===== config.mk =====
export PLATFORM = sky130hd
export DESIGN_NAME = ctbm_csr
export DESIGN_NICKNAME = d
export VERILOG_FILES = /design/src/hw/rtl/ctbm_pkg.sv /design/src/hw/rtl/ctbm_csr.sv
export SDC_FILE = /design/constraint.sdc
export NUM_CORES = 1
export LEC_CHECK = 0
export BUFFER_PORTS_ARGS = -buffer_cell sky130_fd_sc_hd__buf_2
export CAP_MARGIN = 10
export CORE_MARGIN = 10
export CORE_UTILIZATION = 30
export CTS_CLUSTER_SIZE = 14
export DETAILED_ROUTE_END_ITERATION = 10
export GPL_ROUTABILITY_DRIVEN = 0
export PLACE_DENSITY = 0.62
export SLEW_MARGIN = 15
export SYNTH_ARGS = -nofsm -noshare
export SYNTH_HDL_FRONTEND = slang
export SYNTH_SLANG_ARGS = --single-unit

===== constraint.sdc =====
create_clock -name clock -period 1.26 [get_ports clock]
set_input_delay 0.126 -clock clock [delete_from_list [all_inputs] [get_ports clock]]
set_output_delay 0.126 -clock clock [all_outputs]
set_load 0.02 [all_outputs]

===== src/hw/rtl/ctbm_pkg.sv =====
`default_nettype none
// ----------------------------------------------------------------------------
// Curvature/tank blend drive mixer package
// Shared constants, register indexes, stage payload types and the curve ROM
// builder used by the drive mixer modules.
// ----------------------------------------------------------------------------
package ctbm_pkg;

   // Stick and fixed-point scale constants.
   localparam int STICK_MAX = 127;
   localparam int FULL_Q = 32512;
   localparam logic [31:0] FULL_Q_SQ = 32'd1057030144;
   localparam logic [13:0] FULL_SQ_ODD = 14'd16129;
   localparam logic [16:0] ONE_I = 17'h10000;
   localparam logic [48:0] ROUND_HALF = 49'd1065353216;
   localparam logic [16:0] RECIP_127 = 17'd66052;
   localparam logic [6:0] DIV_127 = 7'd127;

   // Curve exponent limits and defaults, in tenths.
   localparam int CURVE_MIN = 10;
   localparam int CURVE_MAX = 30;
   localparam int THROTTLE_CURVE_DEFAULT = 12;
   localparam int TURN_CURVE_DEFAULT = 14;

   // Register reset values.
   localparam logic [6:0] THROTTLE_DB_RESET = 7'd3;
   localparam logic [6:0] TURN_DB_RESET = 7'd3;
   localparam logic [6:0] BLEND_START_RESET = 7'd2;
   localparam logic [6:0] BLEND_END_RESET = 7'd50;
   localparam logic [8:0] TURN_GAIN_RESET = 9'd282;

   // Register indexes on the configuration port.
   typedef enum logic [2:0] {
      REG_THROTTLE_DB = 3'd0,
      REG_TURN_DB     = 3'd1,
      REG_BLEND_START = 3'd2,
      REG_BLEND_END   = 3'd3,
      REG_TURN_GAIN   = 3'd4
   } csr_index_type;

   typedef struct packed {
      logic [6:0] throttle_deadband;
      logic [6:0] turn_deadband;
      logic [6:0] blend_start;
      logic [6:0] blend_end;
      logic [8:0] turn_gain;
   } cfg_type;

   typedef logic [14:0] curve_rom_type [128];

   // Products handed from the shaper to the normalising divider.
   typedef struct packed {
      logic [14:0]        fm;
      logic [31:0]        fmm;
      logic [16:0]        m;
      logic [30:0]        pa;
      logic [30:0]        pb;
      logic               sa;
      logic               sb;
      logic signed [33:0] ca;
      logic signed [33:0] cb;
      logic signed [15:0] kl;
      logic signed [15:0] kr;
   } mix_type;

   // Curvature and tank terms with the interpolator, handed to the blender.
   typedef struct packed {
      logic signed [31:0] cl;
      logic signed [31:0] cr;
      logic signed [15:0] kl;
      logic signed [15:0] kr;
      logic [16:0]        itp;
   } blend_in_type;

   // Largest y with y^10 * 127^p <= m^p * 32512^10, found by binary search.
   function automatic logic [14:0] curve_entry(input int m, input int p);
      logic [383:0] rhs;
      logic [383:0] lhs;
      int lo;
      int hi;
      int mid;
      rhs = 384'd1;
      for (int k = 0; k < p; k++) rhs = rhs * 384'(m);
      for (int k = 0; k < 10; k++) rhs = rhs * 384'(FULL_Q);
      lo = 0;
      hi = FULL_Q;
      for (int it = 0; it < 16; it++) begin
         if (lo < hi) begin
            mid = (lo + hi + 1) >> 1;
            lhs = 384'd1;
            for (int k = 0; k < 10; k++) lhs = lhs * 384'(mid);
            for (int k = 0; k < p; k++) lhs = lhs * 384'(STICK_MAX);
            if (lhs <= rhs) lo = mid;
            else hi = mid - 1;
         end
      end
      return 15'(lo);
   endfunction

   // Whole curve table for one exponent, clamped into its legal range.
   function automatic curve_rom_type curve_rom(input int p);
      curve_rom_type rom;
      int pc;
      pc = (p < CURVE_MIN) ? CURVE_MIN : ((p > CURVE_MAX) ? CURVE_MAX : p);
      for (int m = 0; m <= STICK_MAX; m++) rom[m] = curve_entry(m, pc);
      return rom;
   endfunction

endpackage
`default_nettype wire


===== src/hw/rtl/ctbm_csr.sv =====
`default_nettype none
// ----------------------------------------------------------------------------
// Drive mixer configuration registers
// APB-style register bank holding the deadbands, blend thresholds and gain.
// ----------------------------------------------------------------------------
module ctbm_csr import ctbm_pkg::*; (
   input  logic        clock,
   input  logic        reset,
   input  logic        psel,
   input  logic        penable,
   input  logic        pwrite,
   input  logic [4:0]  paddr,
   input  logic [31:0] pwdata,
   output logic [31:0] prdata,
   output logic        pready,
   output cfg_type     cfg
);

   cfg_type cfg_ff;
   cfg_type cfg_in;
   logic    wr_en;

   assign pready = 1'b1;
   assign wr_en = psel & penable & pwrite;
   assign cfg = cfg_ff;

   // Write decode; unknown indexes leave the bank untouched.
   always_comb begin
      cfg_in = cfg_ff;
      if (wr_en) begin
         unique case (paddr[4:2])
            REG_THROTTLE_DB: cfg_in.throttle_deadband = pwdata[6:0];
            REG_TURN_DB:     cfg_in.turn_deadband = pwdata[6:0];
            REG_BLEND_START: cfg_in.blend_start = pwdata[6:0];
            REG_BLEND_END:   cfg_in.blend_end = pwdata[6:0];
            REG_TURN_GAIN:   cfg_in.turn_gain = pwdata[8:0];
            default:         cfg_in = cfg_ff;
         endcase
      end
   end

   always_ff @(posedge clock) begin
      if (reset) begin
         cfg_ff.throttle_deadband <= THROTTLE_DB_RESET;
         cfg_ff.turn_deadband <= TURN_DB_RESET;
         cfg_ff.blend_start <= BLEND_START_RESET;
         cfg_ff.blend_end <= BLEND_END_RESET;
         cfg_ff.turn_gain <= TURN_GAIN_RESET;
      end else begin
         cfg_ff <= cfg_in;
      end
   end

   // Read mux.
   always_comb begin
      unique case (paddr[4:2])
         REG_THROTTLE_DB: prdata = {25'd0, cfg_ff.throttle_deadband};
         REG_TURN_DB:     prdata = {25'd0, cfg_ff.turn_deadband};
         REG_BLEND_START: prdata = {25'd0, cfg_ff.blend_start};
         REG_BLEND_END:   prdata = {25'd0, cfg_ff.blend_end};
         REG_TURN_GAIN:   prdata = {23'd0, cfg_ff.turn_gain};
         default:         prdata = 32'd0;
      endcase
   end

endmodule
`default_nettype wire


==> flow_metrics.env <==
export IMPL_detailedRoute_firstPassIterationCount=4
export IMPL_clock_latency_ns=0.28
export IMPL_finalHoldWorstSlack_ns=0.104
export IMPL_design_core_area_mm2=0.00646
export IMPL_synth_top_cells_by_count="49 x sky130_fd_sc_hd__mux2i_1, 37 x sky130_fd_sc_hd__dfxtp_1, 32 x sky130_fd_sc_hd__nand2b_1"
export IMPL_worstReg2RegStart="cfg[19]"
export IMPL_crit_fanout=2
export IMPL_cts_root_to_sink_buffers=2
export IMPL_failed_checks="negative setup slack"
export IMPL_largest_reg_flops=37
export IMPL_synth_seq_area_share_pct=36.5
export IMPL_min_period_over_period_pct=109
export IMPL_ctsHoldBuffers=0
export IMPL_hp_class="primary input to flip-flop"
export IMPL_top_level_ports=112
export IMPL_minimum_clock_period_after_layout_ns=1.38
export IMPL_htree_num_levels=2
export IMPL_max_vdd_ir_drop_uv=527
export IMPL_drc=0
export IMPL_max_cap_violations=0
export IMPL_finalSetupViolCount=2
export IMPL_ys_top_cells_by_area="sky130_fd_sc_hd__dfxtp_1 36%, sky130_fd_sc_hd__mux2i_1 24%, sky130_fd_sc_hd__nand2b_1 9.9%"
export IMPL_area_growth_pct=32.8
export IMPL_postSynthRegisterBits=37
export IMPL_timing_fmax_mhz=727
export IMPL_dr_wl_met2_um=2620
export IMPL_netlist_top_cell_by_area="sky130_fd_sc_hd__dfxtp_1"
export IMPL_clk_transition_reported_paths_ns=0.07
export IMPL_place_port_buffers=62
export IMPL_met3RoutedLength_um=648
export IMPL_global_route_overflow_total=0
export IMPL_cts_buffers=5
export IMPL_hpwl_after_detailed_placement_um=4610
export IMPL_crit_type="flip-flop to output pin"
export IMPL_route_antenna_remaining_nets=0
export IMPL_wl_per_cell_um=15.7
export IMPL_synth_enable_flop_cells=0
export IMPL_cp_arrival_ns=1.25
export IMPL_synth_cell_area_mm2=0.00203
export IMPL_critPathLaunch="cfg[23]"
export IMPL_worst_hold_startpoint="pwdata[7]"
export IMPL_end_kind="output pin"
export IMPL_finalWirelength_um=5920
export IMPL_largest_net_degree_at_the_start_of_global_routing=22
export IMPL_finalInstanceArea_mm2=0.00270
export IMPL_viasPerCell=4.59
export IMPL_clock_sinks=37
export IMPL_synth_avg_cell_area_um2=9.49
export IMPL_cellPowerDensity_mw_per_mm2=896
export IMPL_report_final_hold_viol_count=0
export IMPL_diodes=0
export IMPL_yosys_cell_count_top_type="sky130_fd_sc_hd__mux2i_1"
export IMPL_dpl_worst_slack_ns=-0.00748
export IMPL_initial_utilization_pct=31.4
export IMPL_critical_path_required_ns=1.13
export IMPL_grtUsageTotal_pct=11.4
export IMPL_p_leak_nw=1.35
export IMPL_drive_gt1_share_pct=43.7
export IMPL_nets=342
export IMPL_die_area_mm2=0.0105
export IMPL_postPlaceCellArea_mm2=0.00243
export IMPL_synth_top_area_share_pct=36.5
export IMPL_layout_filler_cells=649
export IMPL_async_reset_ff_share_pct=0
export IMPL_clock_tree_root_cell="sky130_fd_sc_hd__clkbuf_8"
export IMPL_rsz0062_at_grt="yes"
export IMPL_wire_length_of_the_first_global_routing_pass_um=9330
export IMPL_worstSetupStartpointType="flip-flop"
export IMPL_num_vias=1731
export IMPL_highest_layer="met4"
export IMPL_setup_reg_to_reg_worst_slack_ns=0.47
export IMPL_first_iter_violations=66
export IMPL_detail_route_wirelength_met1_um=2600
export IMPL_cts_tree="built"
export IMPL_std_cell_rows=29
export IMPL_yosysWarningCount=0
export IMPL_setup_ws_ns=-0.115
export IMPL_outcome="complete, but fails checks"
export IMPL_fin_worst_skew_ns=0
export IMPL_synthDistinctLibCells=25
export IMPL_die_x_um=102
export IMPL_post_synth_inst_count=214
export IMPL_pins_over_their_slew_limit=0
export IMPL_number_of_global_route_vias_before_repair=1780
export IMPL_antenna_found_initial=0
export IMPL_synth_flop_cell="sky130_fd_sc_hd__dfxtp_1"
export IMPL_die_height_um=102
per-layer routing:
layer	vias up	track usage [%]
li1	845	-
met1	809	13.0
met2	72	18.9
met3	5	4.86
met4	0	3.58
met5	-	0
through the flow:
| stage | power [W] | util (%) | std cells | setup TNS (ns) |
|---|---|---|---|---|
| after detailed placement | 0.00157 | 37.7 | 357 | -0.00748 |
| after global placement | 0.00157 | 37.7 | 357 | -0.00475 |
| final | 0.00242 | 41.7 | 377 | -0.136 |
| after floorplan | 0.00150 | - | 236 | 0 |
| after CTS | 0.00244 | 41.4 | 374 | -0.233 |
| after global routing | 0.00253 | 41.7 | 377 | -0.569 |
layout by cell type (no fill, tap or decap), types with 2 or more instances in the layout:
master and instances:
sky130_fd_sc_hd__o21a_1 6, sky130_fd_sc_hd__o21ai_0 2, sky130_fd_sc_hd__buf_6 6, sky130_fd_sc_hd__conb_1 24, sky130_fd_sc_hd__buf_4 35, sky130_fd_sc_hd__buf_2 55, sky130_fd_sc_hd__nor2_1 19, sky130_fd_sc_hd__o21ai_1 4
sky130_fd_sc_hd__nand2b_1 32, sky130_fd_sc_hd__mux2i_1 49, sky130_fd_sc_hd__and3_1 3, sky130_fd_sc_hd__nand3b_1 2, sky130_fd_sc_hd__clkbuf_8 6, sky130_fd_sc_hd__dfxtp_2 23, sky130_fd_sc_hd__dfxtp_1 14, sky130_fd_sc_hd__o2bb2ai_1 6
sky130_fd_sc_hd__and3b_1 2
worst max-delay path: stages (launching register included):
cell and delay (ns):
sky130_fd_sc_hd__dfxtp_2 0.32, sky130_fd_sc_hd__mux2_4 0.26, sky130_fd_sc_hd__a22oi_2 0.11, sky130_fd_sc_hd__o22ai_1 0.10
sky130_fd_sc_hd__buf_4 0.16
kinds of logic (layout without fill, tap and decap cells):
family | count (synthesis) | in the layout | synth area share, %
flops | 37 | 37 | 36.5
other cells | 2 | 24 | 0.370
compound gates | 21 | 21 | 7.21
buf+inv | 40 | 104 | 13.2
simple gates | 64 | 64 | 18.1
mux | 50 | 50 | 24.7
path summary, 6_finish.rpt:
kind,endpoint,cells after the start
setup / recovery,prdata[0],4
setup reg to reg,cfg[19],4
hold reg to reg,cfg[7],2
hold / removal,cfg[7],3
where the power goes:
group          switching, W  internal (W)  leakage, nW
combinational      0.000233      0.000157         1.01
clock              0.000408      0.000434       0.0443
sequential       0.00000600       0.00118        0.304
total              0.000647       0.00177         1.35
final cells by class:
type | count | area, um2 | area share, %
multi-input combinational | 159 | 1120 | 41.5
timing repair buffer | 97 | 626 | 23.2
clock buffer | 7 | 86.3 | 3.20
tap | 77 | 96.3 | 3.57
sequential | 37 | 769 | 28.5
repair_timing:
item	4_1_cts	5_1_grt
hold endpoints to repair	0	0
gates resized for setup	38	4
endpoints found under the setup margin	7	7
gates cloned	0	0
buffers inserted	10	3
pin swaps	6	7
No activity file was read; power rests on OpenSTA's default activity.
