### src/hw/rtl/ctbm_pkg.sv
`default_nettype none
// ----------------------------------------------------------------------------
// Curvature/tank blend drive mixer package
// Shared constants, register indexes, stage payload types and the curve ROM
// builder used by the drive mixer modules.
// ----------------------------------------------------------------------------
package ctbm_pkg;

   // Stick and fixed-point scale constants.
   localparam int STICK_MAX = 127;
   localparam int FULL_Q = 32512;
   localparam logic [31:0] FULL_Q_SQ = 32'd1057030144;
   localparam logic [13:0] FULL_SQ_ODD = 14'd16129;
   localparam logic [16:0] ONE_I = 17'h10000;
   localparam logic [48:0] ROUND_HALF = 49'd1065353216;
   localparam logic [16:0] RECIP_127 = 17'd66052;
   localparam logic [6:0] DIV_127 = 7'd127;

   // Curve exponent limits and defaults, in tenths.
   localparam int CURVE_MIN = 10;
   localparam int CURVE_MAX = 30;
   localparam int THROTTLE_CURVE_DEFAULT = 12;
   localparam int TURN_CURVE_DEFAULT = 14;

   // Register reset values.
   localparam logic [6:0] THROTTLE_DB_RESET = 7'd3;
   localparam logic [6:0] TURN_DB_RESET = 7'd3;
   localparam logic [6:0] BLEND_START_RESET = 7'd2;
   localparam logic [6:0] BLEND_END_RESET = 7'd50;
   localparam logic [8:0] TURN_GAIN_RESET = 9'd282;

   // Register indexes on the configuration port.
   typedef enum logic [2:0] {
      REG_THROTTLE_DB = 3'd0,
      REG_TURN_DB     = 3'd1,
      REG_BLEND_START = 3'd2,
      REG_BLEND_END   = 3'd3,
      REG_TURN_GAIN   = 3'd4
   } csr_index_type;

   typedef struct packed {
      logic [6:0] throttle_deadband;
      logic [6:0] turn_deadband;
      logic [6:0] blend_start;
      logic [6:0] blend_end;
      logic [8:0] turn_gain;
   } cfg_type;

   typedef logic [14:0] curve_rom_type [128];

   // Products handed from the shaper to the normalising divider.
   typedef struct packed {
      logic [14:0]        fm;
      logic [31:0]        fmm;
      logic [16:0]        m;
      logic [30:0]        pa;
      logic [30:0]        pb;
      logic               sa;
      logic               sb;
      logic signed [33:0] ca;
      logic signed [33:0] cb;
      logic signed [15:0] kl;
      logic signed [15:0] kr;
   } mix_type;

   // Curvature and tank terms with the interpolator, handed to the blender.
   typedef struct packed {
      logic signed [31:0] cl;
      logic signed [31:0] cr;
      logic signed [15:0] kl;
      logic signed [15:0] kr;
      logic [16:0]        itp;
   } blend_in_type;

   // Largest y with y^10 * 127^p <= m^p * 32512^10, found by binary search.
   function automatic logic [14:0] curve_entry(input int m, input int p);
      logic [383:0] rhs;
      logic [383:0] lhs;
      int lo;
      int hi;
      int mid;
      rhs = 384'd1;
      for (int k = 0; k < p; k++) rhs = rhs * 384'(m);
      for (int k = 0; k < 10; k++) rhs = rhs * 384'(FULL_Q);
      lo = 0;
      hi = FULL_Q;
      for (int it = 0; it < 16; it++) begin
         if (lo < hi) begin
            mid = (lo + hi + 1) >> 1;
            lhs = 384'd1;
            for (int k = 0; k < 10; k++) lhs = lhs * 384'(mid);
            for (int k = 0; k < p; k++) lhs = lhs * 384'(STICK_MAX);
            if (lhs <= rhs) lo = mid;
            else hi = mid - 1;
         end
      end
      return 15'(lo);
   endfunction

   // Whole curve table for one exponent, clamped into its legal range.
   function automatic curve_rom_type curve_rom(input int p);
      curve_rom_type rom;
      int pc;
      pc = (p < CURVE_MIN) ? CURVE_MIN : ((p > CURVE_MAX) ? CURVE_MAX : p);
      for (int m = 0; m <= STICK_MAX; m++) rom[m] = curve_entry(m, pc);
      return rom;
   endfunction

endpackage
`default_nettype wire

### src/hw/rtl/ctbm_shaper.sv
`default_nettype none
// ----------------------------------------------------------------------------
// Drive mixer stick shaper
// Six-stage pipeline: deadband and curve ROM, turn gain, rounding, mix terms,
// magnitudes and the products that feed the normalising divider.
// ----------------------------------------------------------------------------
module ctbm_shaper import ctbm_pkg::*; #(
   parameter int THROTTLE_CURVE_TENTHS = THROTTLE_CURVE_DEFAULT,
   parameter int TURN_CURVE_TENTHS = TURN_CURVE_DEFAULT
) (
   input  logic              clock,
   input  logic              reset,
   input  cfg_type           cfg,
   input  logic              in_valid,
   output logic              in_ready,
   input  logic signed [7:0] throttle,
   input  logic signed [7:0] turn,
   output logic              out_valid,
   input  logic              out_ready,
   output mix_type           out_data
);

   localparam int NSTAGE = 6;
   localparam curve_rom_type THR_ROM = curve_rom(THROTTLE_CURVE_TENTHS);
   localparam curve_rom_type TRN_ROM = curve_rom(TURN_CURVE_TENTHS);

   logic [NSTAGE-1:0] valid_ff;
   logic [NSTAGE-1:0] valid_in;
   logic [NSTAGE-1:0] adv;

   logic signed [15:0] s1_f_ff, s1_f_in, s1_t_ff, s1_t_in;
   logic signed [15:0] s2_f_ff;
   logic signed [25:0] s2_tprod_ff, s2_tprod_in;
   logic signed [15:0] s3_f_ff;
   logic signed [17:0] s3_tg_ff, s3_tg_in;
   logic [14:0]        s4_fm_ff, s4_fm_in;
   logic signed [17:0] s4_a_ff, s4_a_in, s4_b_ff, s4_b_in;
   logic signed [15:0] s4_kl_ff, s4_kl_in, s4_kr_ff, s4_kr_in;
   logic [14:0]        s5_fm_ff;
   logic signed [17:0] s5_a_ff, s5_b_ff;
   logic [16:0]        s5_am_ff, s5_am_in, s5_bm_ff, s5_bm_in, s5_m_ff, s5_m_in;
   logic signed [15:0] s5_kl_ff, s5_kr_ff;
   mix_type            s6_ff, s6_in;

   // Saturate, deadband and look up the curve, keeping the stick's sign.
   function automatic logic signed [15:0] shape(input logic [7:0] raw,
                                                input logic [6:0] band,
                                                input curve_rom_type rom);
      logic [7:0]  mag8;
      logic [6:0]  mag;
      logic [15:0] val;
      mag8 = raw[7] ? (8'd0 - raw) : raw;
      mag = mag8[7] ? 7'd127 : mag8[6:0];
      val = {1'b0, rom[mag]};
      if (mag < band) return 16'sd0;
      return raw[7] ? $signed(16'd0 - val) : $signed(val);
   endfunction

   // Clip a mix term to full scale.
   function automatic logic signed [15:0] clip_q(input logic signed [17:0] x);
      if (x > 18'sd32512) return 16'sd32512;
      if (x < -18'sd32512) return -16'sd32512;
      return 16'(x);
   endfunction

   // Stall chain: a stage loads when it is empty or its successor moves.
   always_comb begin
      adv[NSTAGE-1] = !valid_ff[NSTAGE-1] | out_ready;
      for (int k = NSTAGE - 2; k >= 0; k--) adv[k] = !valid_ff[k] | adv[k+1];
      valid_in[0] = adv[0] ? in_valid : valid_ff[0];
      for (int k = 1; k < NSTAGE; k++) valid_in[k] = adv[k] ? valid_ff[k-1] : valid_ff[k];
   end

   assign in_ready = adv[0];
   assign out_valid = valid_ff[NSTAGE-1];
   assign out_data = s6_ff;

   always_ff @(posedge clock) begin
      if (reset) valid_ff <= '0;
      else valid_ff <= valid_in;
   end

   // Stage 1: curve shaping of both sticks.
   always_comb begin
      s1_f_in = shape(throttle, cfg.throttle_deadband, THR_ROM);
      s1_t_in = shape(turn, cfg.turn_deadband, TRN_ROM);
   end

   // Stage 2: turn times gain.
   assign s2_tprod_in = 26'(s1_t_ff) * 26'($signed({1'b0, cfg.turn_gain}));

   // Stage 3: round the scaled turn back to Q7.8, halves away from zero.
   always_comb begin
      logic [24:0] tp_mag;
      logic [16:0] tg_mag;
      tp_mag = s2_tprod_ff[25] ? 25'(-s2_tprod_ff) : 25'(s2_tprod_ff);
      tg_mag = 17'((tp_mag + 25'd128) >> 8);
      s3_tg_in = s2_tprod_ff[25] ? -$signed({1'b0, tg_mag}) : $signed({1'b0, tg_mag});
   end

   // Stage 4: curvature factors and clipped tank terms.
   always_comb begin
      logic signed [17:0] fs;
      logic signed [17:0] f18;
      fs = s3_f_ff[15] ? -18'sd32512 : 18'sd32512;
      f18 = 18'(s3_f_ff);
      s4_fm_in = s3_f_ff[15] ? 15'(-s3_f_ff) : 15'(s3_f_ff);
      s4_a_in = fs + s3_tg_ff;
      s4_b_in = fs - s3_tg_ff;
      s4_kl_in = clip_q(f18 + s3_tg_ff);
      s4_kr_in = clip_q(f18 - s3_tg_ff);
   end

   // Stage 5: magnitudes and the larger one.
   always_comb begin
      s5_am_in = s4_a_ff[17] ? 17'(-s4_a_ff) : 17'(s4_a_ff);
      s5_bm_in = s4_b_ff[17] ? 17'(-s4_b_ff) : 17'(s4_b_ff);
      s5_m_in = (s5_am_in > s5_bm_in) ? s5_am_in : s5_bm_in;
   end

   // Stage 6: products for the normalisation test, the dividend and the plain terms.
   always_comb begin
      s6_in.fm = s5_fm_ff;
      s6_in.fmm = 32'(s5_fm_ff) * 32'(s5_m_ff);
      s6_in.m = s5_m_ff;
      s6_in.pa = 31'(s5_am_ff) * 31'(FULL_SQ_ODD);
      s6_in.pb = 31'(s5_bm_ff) * 31'(FULL_SQ_ODD);
      s6_in.sa = s5_a_ff[17];
      s6_in.sb = s5_b_ff[17];
      s6_in.ca = 34'($signed({1'b0, s5_fm_ff})) * 34'(s5_a_ff);
      s6_in.cb = 34'($signed({1'b0, s5_fm_ff})) * 34'(s5_b_ff);
      s6_in.kl = s5_kl_ff;
      s6_in.kr = s5_kr_ff;
   end

   always_ff @(posedge clock) begin
      if (adv[0]) begin
         s1_f_ff <= s1_f_in;
         s1_t_ff <= s1_t_in;
      end
      if (adv[1]) begin
         s2_f_ff <= s1_f_ff;
         s2_tprod_ff <= s2_tprod_in;
      end
      if (adv[2]) begin
         s3_f_ff <= s2_f_ff;
         s3_tg_ff <= s3_tg_in;
      end
      if (adv[3]) begin
         s4_fm_ff <= s4_fm_in;
         s4_a_ff <= s4_a_in;
         s4_b_ff <= s4_b_in;
         s4_kl_ff <= s4_kl_in;
         s4_kr_ff <= s4_kr_in;
      end
      if (adv[4]) begin
         s5_fm_ff <= s4_fm_ff;
         s5_a_ff <= s4_a_ff;
         s5_b_ff <= s4_b_ff;
         s5_am_ff <= s5_am_in;
         s5_bm_ff <= s5_bm_in;
         s5_m_ff <= s5_m_in;
         s5_kl_ff <= s4_kl_ff;
         s5_kr_ff <= s4_kr_ff;
      end
      if (adv[5]) s6_ff <= s6_in;
   end

endmodule
`default_nettype wire

### config.mk
export PLATFORM = sky130hd
export DESIGN_NAME = ctbm_shaper
export DESIGN_NICKNAME = d
export VERILOG_FILES = /design/src/hw/rtl/ctbm_pkg.sv /design/src/hw/rtl/ctbm_shaper.sv
export SDC_FILE = /design/constraint.sdc
export NUM_CORES = 2
export LEC_CHECK = 0
export CORE_UTILIZATION = 50
export DETAILED_ROUTE_END_ITERATION = 8
export DONT_BUFFER_PORTS = 1
export PLACE_DENSITY = 0.68
export SYNTH_ARGS = -nofsm -noshare
export SYNTH_HDL_FRONTEND = slang
export SYNTH_SLANG_ARGS = --single-unit
export TNS_END_PERCENT = 10
### constraint.sdc
create_clock -name clock -period 7.3 [get_ports clock]
set_clock_uncertainty 0.05 [all_clocks]
set_input_delay 1.46 -clock clock [delete_from_list [all_inputs] [get_ports clock]]
set_output_delay 1.46 -clock clock [all_outputs]
set_load 0.02 [all_outputs]
==> impl_metrics.tcl <==
set metrics [dict create \
    critPathCaptureType "flip-flop" \
    groute.usage.overall_pct 26.19 \
    hold_viol 0 \
    hold_depth 0 \
    cts.path.max_buffers 3 \
    ff2ff_path_depth 24 \
    num-nets-final 8762 \
    crit_required_ns 7.64 \
    synth_cell_types 101 \
    synthesis.nets 8776 \
    synth.top_cells.by_area "fa_1, edfxtp_1, ha_1" \
    syn_area_um2 69910 \
    final_max_slew_viol_count 0 \
    dr_total_vias 50500 \
    timing.rr.end "out_data[60]" \
    crit_path_start_kind "flip-flop" \
    min_to "s2_f_ff[3]" \
    synth_edf_count 547 \
    synth_warnings 0 \
    arrival_ns 7.40 \
    maxCapViolCount 0 \
    status "completed" \
    wl_met2_mm 87.45 \
    via_per_inst 5.595 \
    drc 0 \
    design_area_um2 75270 \
    critPathKind "flip-flop to flip-flop" \
    fin_crit_sh_pct 96.71 \
    clkSinkCount 553 \
    grt_pass1_wl_mm 290.9 \
    ys_ff_latch 553 \
    syn2layout_area_growth_pct 7.677 \
    ios 287 \
    numCtsBuffers 66 \
    wire_per_inst_um 20.08 \
    synth_ff_type "edfxtp_1" \
    cp_max_fo 14 \
    synth_top_area_share_pct 27.58 \
    fmax_mhz 141.6 \
    layout-drive-gt1-share_pct 6.300 \
    start_util_pct 50.59 \
    top_layer_used "met4" \
    ant_nets 0 \
    ctsRootBufferMaster "clkbuf_16" \
    die_h_um 375.9 \
    die_w_um 375.9 \
    place_hpwl_mm 142.0 \
    numPortBuffers 0 \
    drt-met1-wl_mm 74.45 \
    path_clk_slew_ns 0.06 \
    yosysTopAreaCell "fa_1" \
    placementRows 136 \
    period_minus_slack_ns 7.060 \
    avgSynthCellArea_um2 9.820 \
    antenna_found_initial 5 \
    yosysSeqAreaShare_pct 23.67 \
    core_area_um2 138200 \
    cts_hold_buffers 0 \
    overflow 0 \
    rsz0062_at_grt "true" \
    placed_area_um2 72800 \
    hp-start "s1_f_ff[3]" \
    r2r_setup_slack_ns 0.24 \
    dieArea_um2 141300 \
    clk_latency_ns 0.67 \
    nFillCells 12272 \
    cts_tree "done" \
    wl_mm 181.2 \
    r2r-start "s5_fm_ff[9]" \
    grt_max_degree 143 \
    synth_cells 7119 \
    worstMarginPinSlew_ns 1.277 \
    htreeDepth 3 \
    setup_viol 0 \
    min_path_type "flip-flop to flip-flop" \
    slew_headroom_pct 14.55 \
    route.met3.wl_mm 11.02 \
    first_global_vias 52618 \
    gp_congestion 0.9598 \
    async_reset_ff_share_pct 0 \
    drtIter0Drc 3498 \
    first_pass_iters 7 \
]
area by class of cell:
cell class	instances	area, um2	share of cell area (%)
multi-input combinational	4954	47370	62.93
timing repair buffer	221	1802	2.394
sequential	553	16550	21.98
clock inverter	48	588.1	0.7812
clock buffer	74	1703	2.262
inverter	1309	4922	6.539
tap	1863	2331	3.097
antenna	4	10.01	0.01330
critical path, stage by stage, from the launching register on:
cell and delay, ns:
edfxtp_1 0.49, buf_4 0.28, nand2_1 0.09, fa_1 0.48, inv_1 0.05, fa_1 0.50
inv_1 0.05, fa_1 0.53, inv_1 0.05, fa_1 0.39, fa_1 0.51, inv_1 0.05
fa_1 0.47, inv_1 0.04, ha_1 0.32, a211o_1 0.31, nor3_1 0.26, a211oi_2 0.17
o311ai_0 0.38, buf_4 0.20, a21oi_2 0.07, o41a_1 0.37, a21oi_1 0.28, o21ai_0 0.18
xor2_1 0.17
kinds of logic after synthesis:
logic type | after synthesis | synth area share (%)
muxes | 43 | 0.6927
buffers and inverters | 1612 | 8.763
AOI/OAI and AO/OA | 1035 | 9.833
DFF | 553 | 23.67
and+or+nand+nor | 1938 | 13.77
xor gates and xnor gates | 338 | 4.288
adders and majority gates | 1600 | 38.98
worst max path at each step:
stage / from / end / slack (ns) / cells past startpoint
finish: s5_fm_ff[9] / out_data[60] / 0.24 / 24
global route: s5_fm_ff[4] / out_data[65] / -0.05 / 25
CTS: s5_b_ff[5] / out_data[64] / 0.03 / 25
detailed placement: s5_b_ff[5] / out_data[64] / 0.1 / 25
global placement: s5_fm_ff[6] / out_data[99] / 0.1 / 22
floorplan: s5_fm_ff[12] / out_data[99] / 0.40 / 22
what timing repair did:
action | 4_1_cts | 5_1_grt
setup endpoints to repair | 0 | 16
gates resized for setup | 0 | 18
buffers inserted | 0 | 10
state kept, by name, summed over array words and instances (netlist names), 17 cells and up:
signal       cells
out_data       226
s2_tprod_ff     26
s3_tg_ff        18
s4_a_ff         18
s4_b_ff         17
s5_a_ff         18
s5_b_ff         17
s5_m_ff         17
stage by stage:
| stage | worst slack (ns) | hold WS (ns) | utilization (%) | setup TNS, ns | instances |
|---|---|---|---|---|---|
| 5_1_grt | -0.05210 | 0.3664 | 54.48 | -0.1614 | 9026 |
| 4_1_cts | 0.03131 | 0.3383 | 54.35 | 0 | 9011 |
| 6_report | 0.2399 | 0.3433 | 54.48 | 0 | 9026 |
| 3_3_place_gp | 0.09935 | 0.3512 | 52.69 | 0 | 8889 |
| 3_5_place_dp | 0.09745 | 0.3545 | 52.69 | 0 | 8889 |
| 2_1_floorplan | 0.3981 | 0.3503 | - | 0 | 7119 |
per-layer routing:
layer	track usage (%)	up-vias
li1	-	23191
met1	33.88	25280
met2	43.79	1643
met3	3.907	386
met4	11.12	0
met5	0	-
synthesized netlist by cell type (all sizes together) (94+ instances only):
cell type  count
and2         478
fa           963
o21ai        211
nor2         277
ha           637
xnor2        244
xor2          94
nor3         106
edfxtp       547
inv         1305
clkbuf       255
nand2        691
a21oi        263
layout by cell type (no fill, tap or decap), types with 18 or more instances in the layout:
master     synthesis  layout
or3_1             45      45
clkbuf_16          0      68
o31ai_1           46      44
nor3_1           101     100
a21o_1            47      47
a31oi_1           42      41
nor2b_1           35      35
fa_1             963     963
nand2_1          690     688
or2_2             21      21
nand2b_1          59      59
and2_1           476     476
ha_1             637     637
nand4_1           29      29
a211oi_1          49      43
inv_1           1298    1296
o22ai_1           24      23
o21a_1            41      41
o211ai_1          40      40
edfxtp_1         547     547
o21bai_1          30      30
and3_1            38      38
mux2_2            23      23
mux2i_1           18      18
a21oi_1          262     261
xor2_1            92      91
nand3_1           85      84
o21ai_0          200     197
xnor2_1          241     239
nor2_1           273     273
buf_4              8     210
Power is not shown: default switching activity piles up to over one toggle a cycle in this logic, so the estimate is an artifact.
