**src/hw/rtl/ctbm_pkg.sv**
```systemverilog
`default_nettype none
// ----------------------------------------------------------------------------
// Curvature/tank blend drive mixer package
// Shared constants, register indexes, stage payload types and the curve ROM
// builder used by the drive mixer modules.
// ----------------------------------------------------------------------------
package ctbm_pkg;

   // Stick and fixed-point scale constants.
   localparam int STICK_MAX = 127;
   localparam int FULL_Q = 32512;
   localparam logic [31:0] FULL_Q_SQ = 32'd1057030144;
   localparam logic [13:0] FULL_SQ_ODD = 14'd16129;
   localparam logic [16:0] ONE_I = 17'h10000;
   localparam logic [48:0] ROUND_HALF = 49'd1065353216;
   localparam logic [16:0] RECIP_127 = 17'd66052;
   localparam logic [6:0] DIV_127 = 7'd127;

   // Curve exponent limits and defaults, in tenths.
   localparam int CURVE_MIN = 10;
   localparam int CURVE_MAX = 30;
   localparam int THROTTLE_CURVE_DEFAULT = 12;
   localparam int TURN_CURVE_DEFAULT = 14;

   // Register reset values.
   localparam logic [6:0] THROTTLE_DB_RESET = 7'd3;
   localparam logic [6:0] TURN_DB_RESET = 7'd3;
   localparam logic [6:0] BLEND_START_RESET = 7'd2;
   localparam logic [6:0] BLEND_END_RESET = 7'd50;
   localparam logic [8:0] TURN_GAIN_RESET = 9'd282;

   // Register indexes on the configuration port.
   typedef enum logic [2:0] {
      REG_THROTTLE_DB = 3'd0,
      REG_TURN_DB     = 3'd1,
      REG_BLEND_START = 3'd2,
      REG_BLEND_END   = 3'd3,
      REG_TURN_GAIN   = 3'd4
   } csr_index_type;

   typedef struct packed {
      logic [6:0] throttle_deadband;
      logic [6:0] turn_deadband;
      logic [6:0] blend_start;
      logic [6:0] blend_end;
      logic [8:0] turn_gain;
   } cfg_type;

   typedef logic [14:0] curve_rom_type [128];

   // Products handed from the shaper to the normalising divider.
   typedef struct packed {
      logic [14:0]        fm;
      logic [31:0]        fmm;
      logic [16:0]        m;
      logic [30:0]        pa;
      logic [30:0]        pb;
      logic               sa;
      logic               sb;
      logic signed [33:0] ca;
      logic signed [33:0] cb;
      logic signed [15:0] kl;
      logic signed [15:0] kr;
   } mix_type;

   // Curvature and tank terms with the interpolator, handed to the blender.
   typedef struct packed {
      logic signed [31:0] cl;
      logic signed [31:0] cr;
      logic signed [15:0] kl;
      logic signed [15:0] kr;
      logic [16:0]        itp;
   } blend_in_type;

   // Largest y with y^10 * 127^p <= m^p * 32512^10, found by binary search.
   function automatic logic [14:0] curve_entry(input int m, input int p);
      logic [383:0] rhs;
      logic [383:0] lhs;
      int lo;
      int hi;
      int mid;
      rhs = 384'd1;
      for (int k = 0; k < p; k++) rhs = rhs * 384'(m);
      for (int k = 0; k < 10; k++) rhs = rhs * 384'(FULL_Q);
      lo = 0;
      hi = FULL_Q;
      for (int it = 0; it < 16; it++) begin
         if (lo < hi) begin
            mid = (lo + hi + 1) >> 1;
            lhs = 384'd1;
            for (int k = 0; k < 10; k++) lhs = lhs * 384'(mid);
            for (int k = 0; k < p; k++) lhs = lhs * 384'(STICK_MAX);
            if (lhs <= rhs) lo = mid;
            else hi = mid - 1;
         end
      end
      return 15'(lo);
   endfunction

   // Whole curve table for one exponent, clamped into its legal range.
   function automatic curve_rom_type curve_rom(input int p);
      curve_rom_type rom;
      int pc;
      pc = (p < CURVE_MIN) ? CURVE_MIN : ((p > CURVE_MAX) ? CURVE_MAX : p);
      for (int m = 0; m <= STICK_MAX; m++) rom[m] = curve_entry(m, pc);
      return rom;
   endfunction

endpackage
`default_nettype wire

```
**src/hw/rtl/ctbm_norm_div.sv**
```systemverilog
`default_nettype none
// ----------------------------------------------------------------------------
// Drive mixer normalising divider
// Set-up stage and four restoring-division stages: curvature normalisation
// (30 quotient bits per side) and the blend interpolator (16 bits) in lanes.
// ----------------------------------------------------------------------------
module ctbm_norm_div import ctbm_pkg::*; (
   input  logic         clock,
   input  logic         reset,
   input  cfg_type      cfg,
   input  logic         in_valid,
   output logic         in_ready,
   input  mix_type      in_data,
   output logic         out_valid,
   input  logic         out_ready,
   output blend_in_type out_data
);

   localparam int NSTAGE = 5;

   typedef struct packed {
      logic               norm;
      logic               sa;
      logic               sb;
      logic [16:0]        m;
      logic [46:0]        cx;
      logic [46:0]        cy;
      logic signed [33:0] ca;
      logic signed [33:0] cb;
      logic signed [15:0] kl;
      logic signed [15:0] kr;
      logic               ifix;
      logic [16:0]        ival;
      logic [22:0]        ix;
      logic [6:0]         d;
   } div_stage_type;

   logic [NSTAGE-1:0] valid_ff;
   logic [NSTAGE-1:0] valid_in;
   logic [NSTAGE-1:0] adv;
   div_stage_type     st_ff [NSTAGE];
   div_stage_type     st_in [NSTAGE];

   // Up to eight restoring steps on the curvature dividend (remainder over
   // the top 17 bits, quotient shifting in at the bottom).
   function automatic logic [46:0] cdiv(input logic [46:0] x, input logic [16:0] m,
                                        input int n);
      logic [17:0] t;
      logic [16:0] r;
      logic [29:0] lo;
      r = x[46:30];
      lo = x[29:0];
      for (int i = 0; i < 8; i++) begin
         if (i < n) begin
            t = {r, lo[29]};
            if (t >= {1'b0, m}) begin
               r = 17'(t - {1'b0, m});
               lo = {lo[28:0], 1'b1};
            end else begin
               r = t[16:0];
               lo = {lo[28:0], 1'b0};
            end
         end
      end
      return {r, lo};
   endfunction

   // Four restoring steps on the interpolator dividend.
   function automatic logic [22:0] idiv(input logic [22:0] x, input logic [6:0] d);
      logic [7:0]  t;
      logic [6:0]  r;
      logic [15:0] lo;
      r = x[22:16];
      lo = x[15:0];
      for (int i = 0; i < 4; i++) begin
         t = {r, lo[15]};
         if (t >= {1'b0, d}) begin
            r = 7'(t - {1'b0, d});
            lo = {lo[14:0], 1'b1};
         end else begin
            r = t[6:0];
            lo = {lo[14:0], 1'b0};
         end
      end
      return {r, lo};
   endfunction

   always_comb begin
      adv[NSTAGE-1] = !valid_ff[NSTAGE-1] | out_ready;
      for (int k = NSTAGE - 2; k >= 0; k--) adv[k] = !valid_ff[k] | adv[k+1];
      valid_in[0] = adv[0] ? in_valid : valid_ff[0];
      for (int k = 1; k < NSTAGE; k++) valid_in[k] = adv[k] ? valid_ff[k-1] : valid_ff[k];
   end

   assign in_ready = adv[0];
   assign out_valid = valid_ff[NSTAGE-1];

   always_ff @(posedge clock) begin
      if (reset) valid_ff <= '0;
      else valid_ff <= valid_in;
   end

   // Set-up: normalisation test, rounded dividends and the interpolator case.
   always_comb begin
      logic [14:0] st;
      logic [14:0] diff;
      logic [22:0] numer;
      logic [6:0]  d;
      st = {cfg.blend_start, 8'd0};
      diff = in_data.fm - st;
      numer = {diff, 8'd0};
      d = cfg.blend_end - cfg.blend_start;
      st_in[0].norm = in_data.fmm > FULL_Q_SQ;
      st_in[0].sa = in_data.sa;
      st_in[0].sb = in_data.sb;
      st_in[0].m = in_data.m;
      st_in[0].cx = {in_data.pa, in_data.m[16:1]};
      st_in[0].cy = {in_data.pb, in_data.m[16:1]};
      st_in[0].ca = in_data.ca;
      st_in[0].cb = in_data.cb;
      st_in[0].kl = in_data.kl;
      st_in[0].kr = in_data.kr;
      st_in[0].d = d;
      st_in[0].ix = numer;
      st_in[0].ifix = 1'b1;
      st_in[0].ival = 17'd0;
      if (cfg.blend_end <= cfg.blend_start) begin
         // Degenerate ramp: a step at the start threshold.
         st_in[0].ival = (in_data.fm >= st) ? ONE_I : 17'd0;
      end else if (in_data.fm <= st) begin
         st_in[0].ival = 17'd0;
      end else if (numer >= {d, 16'd0}) begin
         st_in[0].ival = ONE_I;
      end else begin
         st_in[0].ifix = 1'b0;
      end
   end

   // Division stages: 8, 8, 8 and 6 curvature steps, 4 interpolator steps each.
   always_comb begin
      for (int k = 1; k < NSTAGE; k++) begin
         st_in[k] = st_ff[k-1];
         st_in[k].cx = cdiv(st_ff[k-1].cx, st_ff[k-1].m, (k == NSTAGE - 1) ? 6 : 8);
         st_in[k].cy = cdiv(st_ff[k-1].cy, st_ff[k-1].m, (k == NSTAGE - 1) ? 6 : 8);
         st_in[k].ix = idiv(st_ff[k-1].ix, st_ff[k-1].d);
      end
   end

   always_ff @(posedge clock) begin
      for (int k = 0; k < NSTAGE; k++) begin
         if (adv[k]) st_ff[k] <= st_in[k];
      end
   end

   // Pick the normalised or plain curvature term and the interpolator.
   always_comb begin
      logic signed [31:0] qa;
      logic signed [31:0] qb;
      qa = $signed({2'b00, st_ff[NSTAGE-1].cx[29:0]});
      qb = $signed({2'b00, st_ff[NSTAGE-1].cy[29:0]});
      out_data.cl = st_ff[NSTAGE-1].norm ? (st_ff[NSTAGE-1].sa ? -qa : qa)
                                         : 32'(st_ff[NSTAGE-1].ca);
      out_data.cr = st_ff[NSTAGE-1].norm ? (st_ff[NSTAGE-1].sb ? -qb : qb)
                                         : 32'(st_ff[NSTAGE-1].cb);
      out_data.kl = st_ff[NSTAGE-1].kl;
      out_data.kr = st_ff[NSTAGE-1].kr;
      out_data.itp = st_ff[NSTAGE-1].ifix ? st_ff[NSTAGE-1].ival
                                          : {1'b0, st_ff[NSTAGE-1].ix[15:0]};
   end

`ifndef SYNTH
   // The interpolator never exceeds one.
   a_itp_range: assert property (@(posedge clock) disable iff (reset)
      out_valid |-> (out_data.itp <= ONE_I))
      else $error("interpolator above one");

   // A normalised quotient never exceeds full scale squared.
   a_quot_range: assert property (@(posedge clock) disable iff (reset)
      (out_valid && st_ff[NSTAGE-1].norm) |->
         ({2'b00, st_ff[NSTAGE-1].cx[29:0]} <= FULL_Q_SQ &&
          {2'b00, st_ff[NSTAGE-1].cy[29:0]} <= FULL_Q_SQ))
      else $error("curvature quotient out of range");
`endif

endmodule
`default_nettype wire

```
**config.mk**
```make
export PLATFORM = sky130hd
export DESIGN_NAME = ctbm_norm_div
export DESIGN_NICKNAME = d
export VERILOG_FILES = /design/src/hw/rtl/ctbm_pkg.sv /design/src/hw/rtl/ctbm_norm_div.sv
export SDC_FILE = /design/constraint.sdc
export NUM_CORES = 2
export LEC_CHECK = 0
export ABC_AREA = 1
export BUFFER_PORTS_ARGS = -buffer_cell sky130_fd_sc_hd__buf_2
export CELL_PAD_IN_SITES_DETAIL_PLACEMENT = 1
export CELL_PAD_IN_SITES_GLOBAL_PLACEMENT = 2
export CORE_MARGIN = 10
export CORE_UTILIZATION = 35
export DETAILED_ROUTE_END_ITERATION = 8
export PLACE_DENSITY_LB_ADDON = 0.1
export SETUP_SLACK_MARGIN = 0.2
export SYNTH_ARGS = -nofsm -noshare
export SYNTH_HDL_FRONTEND = slang
export SYNTH_SLANG_ARGS = --single-unit
```
**constraint.sdc**
```tcl
create_clock -name clock -period 74.5 [get_ports clock]
set_input_delay 11.175 -clock clock [delete_from_list [all_inputs] [get_ports clock]]
set_output_delay 11.175 -clock clock [all_outputs]
set_load 0.005 [all_outputs]
```
==> flow_results.org <==
** Setup path
- Measured in cells, the most critical reg-to-reg path has a length of roughly 110.
- Crit path required time :: between 60 and 70 ns
- Arrival time of data at the critical path endpoint :: roughly 15 ns
- The startpoint identified for the worst register-to-register timing path is st_ff[0][780]$_DFFE_PP_.
- Of all nets on the critical path, the largest fanout is 100.
- Critical path start-end classification :: in -> out
- Worst R2R Setup Slack :: 49.94 ns
- STA classifies the critical path startpoint as a primary input.
- Endpoint of the worst register-to-register path :: st_ff[0][1019]$_DFFE_PP_
- Capturing element type of the critical path :: output pin

** Place
- Cell area after placement :: 0.102 mm^2
- In this run the tool buffered the top-level ports with approximately 360 buffer cells.
- Final weighted congestion of routability-driven global placement :: 0.869
- Setup WS pre-CTS :: 48.42 ns
- Post-DP HPWL :: 275,000 um

** Clock network
- Counting every sink on the clock net gives around 1,000.
- TritonCTS built the clock tree.
- CTS built an H-tree with a depth of 3.
- Hold repair after CTS inserted 0 buffers.
- Clock tree synthesis selected as its root buffer the cell clkbuf_16.
- Clock tree synthesis inserted a total of 124 buffers.
- Clock-pin slew was measured on the worst setup and hold paths at 0.06 ns.
- Buffer count from post-CTS setup fixing :: 0
- CTS max path bufs :: 4
- Clock latency on the worst-skew pair, taken at its later pin, is 0.92 ns.
- Post-CTS sizing :: 0

** Detailed routing
- Number of iterations in the first detailed-routing pass :: 7
- Using the TritonRoute via totals, the vias-per-cell ratio works out to 5.18.
- Detail-routed net length per standard cell :: between 20 and 25 um
- Remaining antenna violation count :: 0
- Total number of vias :: 84,800
- Wires add up to 344,000 um.
- Number of DRC markers after the initial detailed-route iteration :: 4,021
- In the routed design, unresolved DRC markers number 0.

** Global routing
- Combined global-route utilization of all metal layers :: between 20% and 30%
- The initial antenna violation count came to 26.
- After global routing the overflow that remains totals 0.
- Maximum number of pins on one net before global-route repair :: 120
- The first global-routing pass estimated roughly 520,000 um of wire.
- Number of global-route vias before repair :: 88,700

** Synth
- In this run, synthesis inferred 1,013 flip-flops with an integrated enable.
- In the post-synthesis netlist, the biggest area contributors are edfxtp_1 32%, ha_1 15%, nand2_1 13%.
- Share of synthesized area occupied by flip-flops and latches :: 31.8%
- Synthesis instantiated between 70 and 80 different standard cells from the library.
- Summing every instance area after synthesis gives 0.0960 mm^2.
- The biggest area contributor in the post-synthesis netlist is edfxtp_1.
- Average footprint of a synthesized cell :: 7.81 um^2
- Of all flip-flops after synthesis, the portion carrying an async set or reset was 0%.
- The most used flip-flop cell after synthesis is edfxtp_1.
- Nets in the synthesized netlist :: 13,800
- Most common library cells after synthesis :: 3,202 x nand2_1, 1,366 x inv_1, 1,132 x ha_1
- Syn Inst Count :: 12,300
- Yosys instantiated no cell more often than nand2_1.
- Flip-flop and latch count after synthesis :: 1,018
- Count of synthesis-stage warnings from yosys :: 0
- The top cell type by area accounts for between 30% and 40% of the synthesized area.

** Layout
- The finished cells cover ~0.11 mm^2.
- Fill cells :: 33,400
- Area growth from synthesis to final layout :: 10.2%
- Share of layout cells above drive strength 1 :: 7.33%
- The final layout contains 14,100 nets.

** STA
- Final setup slack of the worst path :: 48.70 ns
- Setup repair after global routing left no endpoint under its margin.
- Aggregate negative setup slack :: 0 ns
- Transition time at the pin with the least slew margin :: between 1 and 1.5 ns
- Part of the cycle the worst path needs :: 34.6%
- The total count of max-transition violations in the final report came to 0.
- Max frequency :: 38.8 MHz
- Relative max-transition margin :: 23.7%
- Total setup violations reported at the end of the flow :: 0
- The worst path in the final design needs a cycle of 25.80 ns, including I/O delays and setup.
- Fin Clk Skew :: 0.120 ns
- The count of endpoints failing hold in the final timing report came to 0.

** Floorplan
- The core region is 0.273 mm^2.
- Die extent in x :: ~540 um
- Starting utilization of the core area :: 35.1%
- Std cell rows :: between 150 and 200
- The die covers 0.296 mm^2.
- In this run the count of I/O pins placed on the die edge is 384.
- The die is approximately 540 um tall.

** Flow run
- Max-cap violations in this run came to 0.

** Worst hold path
- Worst Hold Path Cells :: 0
- Hold EP :: st_ff[0][954]$_DFFE_PP_
- Source of the worst hold timing path :: st_ff[0][684]$_DFFE_PP_
- The min-delay analysis places its worst path in the category reg -> reg.

** Run status
- Result of the run :: completed
[metrics by stage]
step           utilization (%)  instances  hold WS [ns]
2_1_floorplan                -      12300         0.400
3_3_place_gp              37.2      16100         0.400
3_5_place_dp              37.2      16100         0.405
4_1_cts                   38.7      16400         0.314
5_1_grt                   38.7      16400         0.335
6_report                  38.7      16400         0.311
[sequential cells by signal, summed over array words and instances, names as in the netlist]
register  flops
st_ff      1013
valid_ff      5
[layout by cell type, fill, tap and decap left out, types with 54 or more instances in the layout]
cell,n
nand2_1,3201
nand2_2,54
edfxtp_1,1013
xnor2_1,394
o21ai_0,908
ha_1,1132
a21oi_1,1078
clkbuf_16,124
inv_1,1361
o21ai_1,175
nand3_1,499
nand4_1,82
o21bai_1,105
nor2_1,621
a21o_1,73
nor3_1,146
buf_4,109
a31oi_1,62
xor2_1,539
fa_1,70
buf_2,356
[logic make-up after synthesis]
| kind of cell | Yosys count | synth area share [%] |
|---|---|---|
| buf+inv | 1642 | 6.96 |
| simple gates | 4866 | 21.5 |
| fa+ha+maj | 1202 | 16.2 |
| xor+xnor | 933 | 8.51 |
| flops | 1018 | 31.8 |
| compound gates | 2636 | 15.0 |
| mux | 4 | 0.0456 |
[worst max-delay path by stage]
stage | slack [ns] | end | from | depth (start not counted)
after global placement | 48.54 | in_ready | out_ready | 10
after global routing | 47.27 | st_ff[0][1025]$_DFFE_PP_ | st_ff[0][780]$_DFFE_PP_ | 104
after floorplan | 35.17 | in_ready | out_ready | 8
final | 48.70 | in_ready | out_ready | 10
after CTS | 48.41 | in_ready | out_ready | 10
after detailed placement | 48.42 | in_ready | out_ready | 10
[worst max-delay path: stages]
cell,delay (ns)
buf_2,0.09
nor2_1,0.29
inv_8,0.25
nor2_1,0.38
inv_8,0.27
nor2_1,0.37
inv_8,0.31
nor2_1,0.55
nand2_4,0.51
buf_2,0.37
[layout make-up]
| class | instances | area, um^2 | share of cell area (%) |
|---|---|---|---|
| Antenna cell | 8 | 20.0 | 0.0189 |
| Multi-Input combinational cell | 9641 | 58800 | 55.6 |
| Sequential cell | 1018 | 30500 | 28.8 |
| Clock inverter | 75 | 795 | 0.751 |
| Tap cell | 3589 | 4490 | 4.24 |
| Inverter | 1418 | 5360 | 5.06 |
| Clock buffer | 150 | 3200 | 3.02 |
| Timing Repair Buffer | 466 | 2620 | 2.48 |
[metal layers]
metal	part of all wire, %	routed length, um	GRT usage, %	up-vias
met5	0.0041	14	0	-
met4	3.2	11000	6.48	2
met3	2.3	7890	1.73	357
met2	49	168000	39.9	905
met1	46	158000	29.3	41000
li1	-	-	-	42500
Power is not shown: default switching activity piles up to over one toggle a cycle in this logic, so the estimate is an artifact.
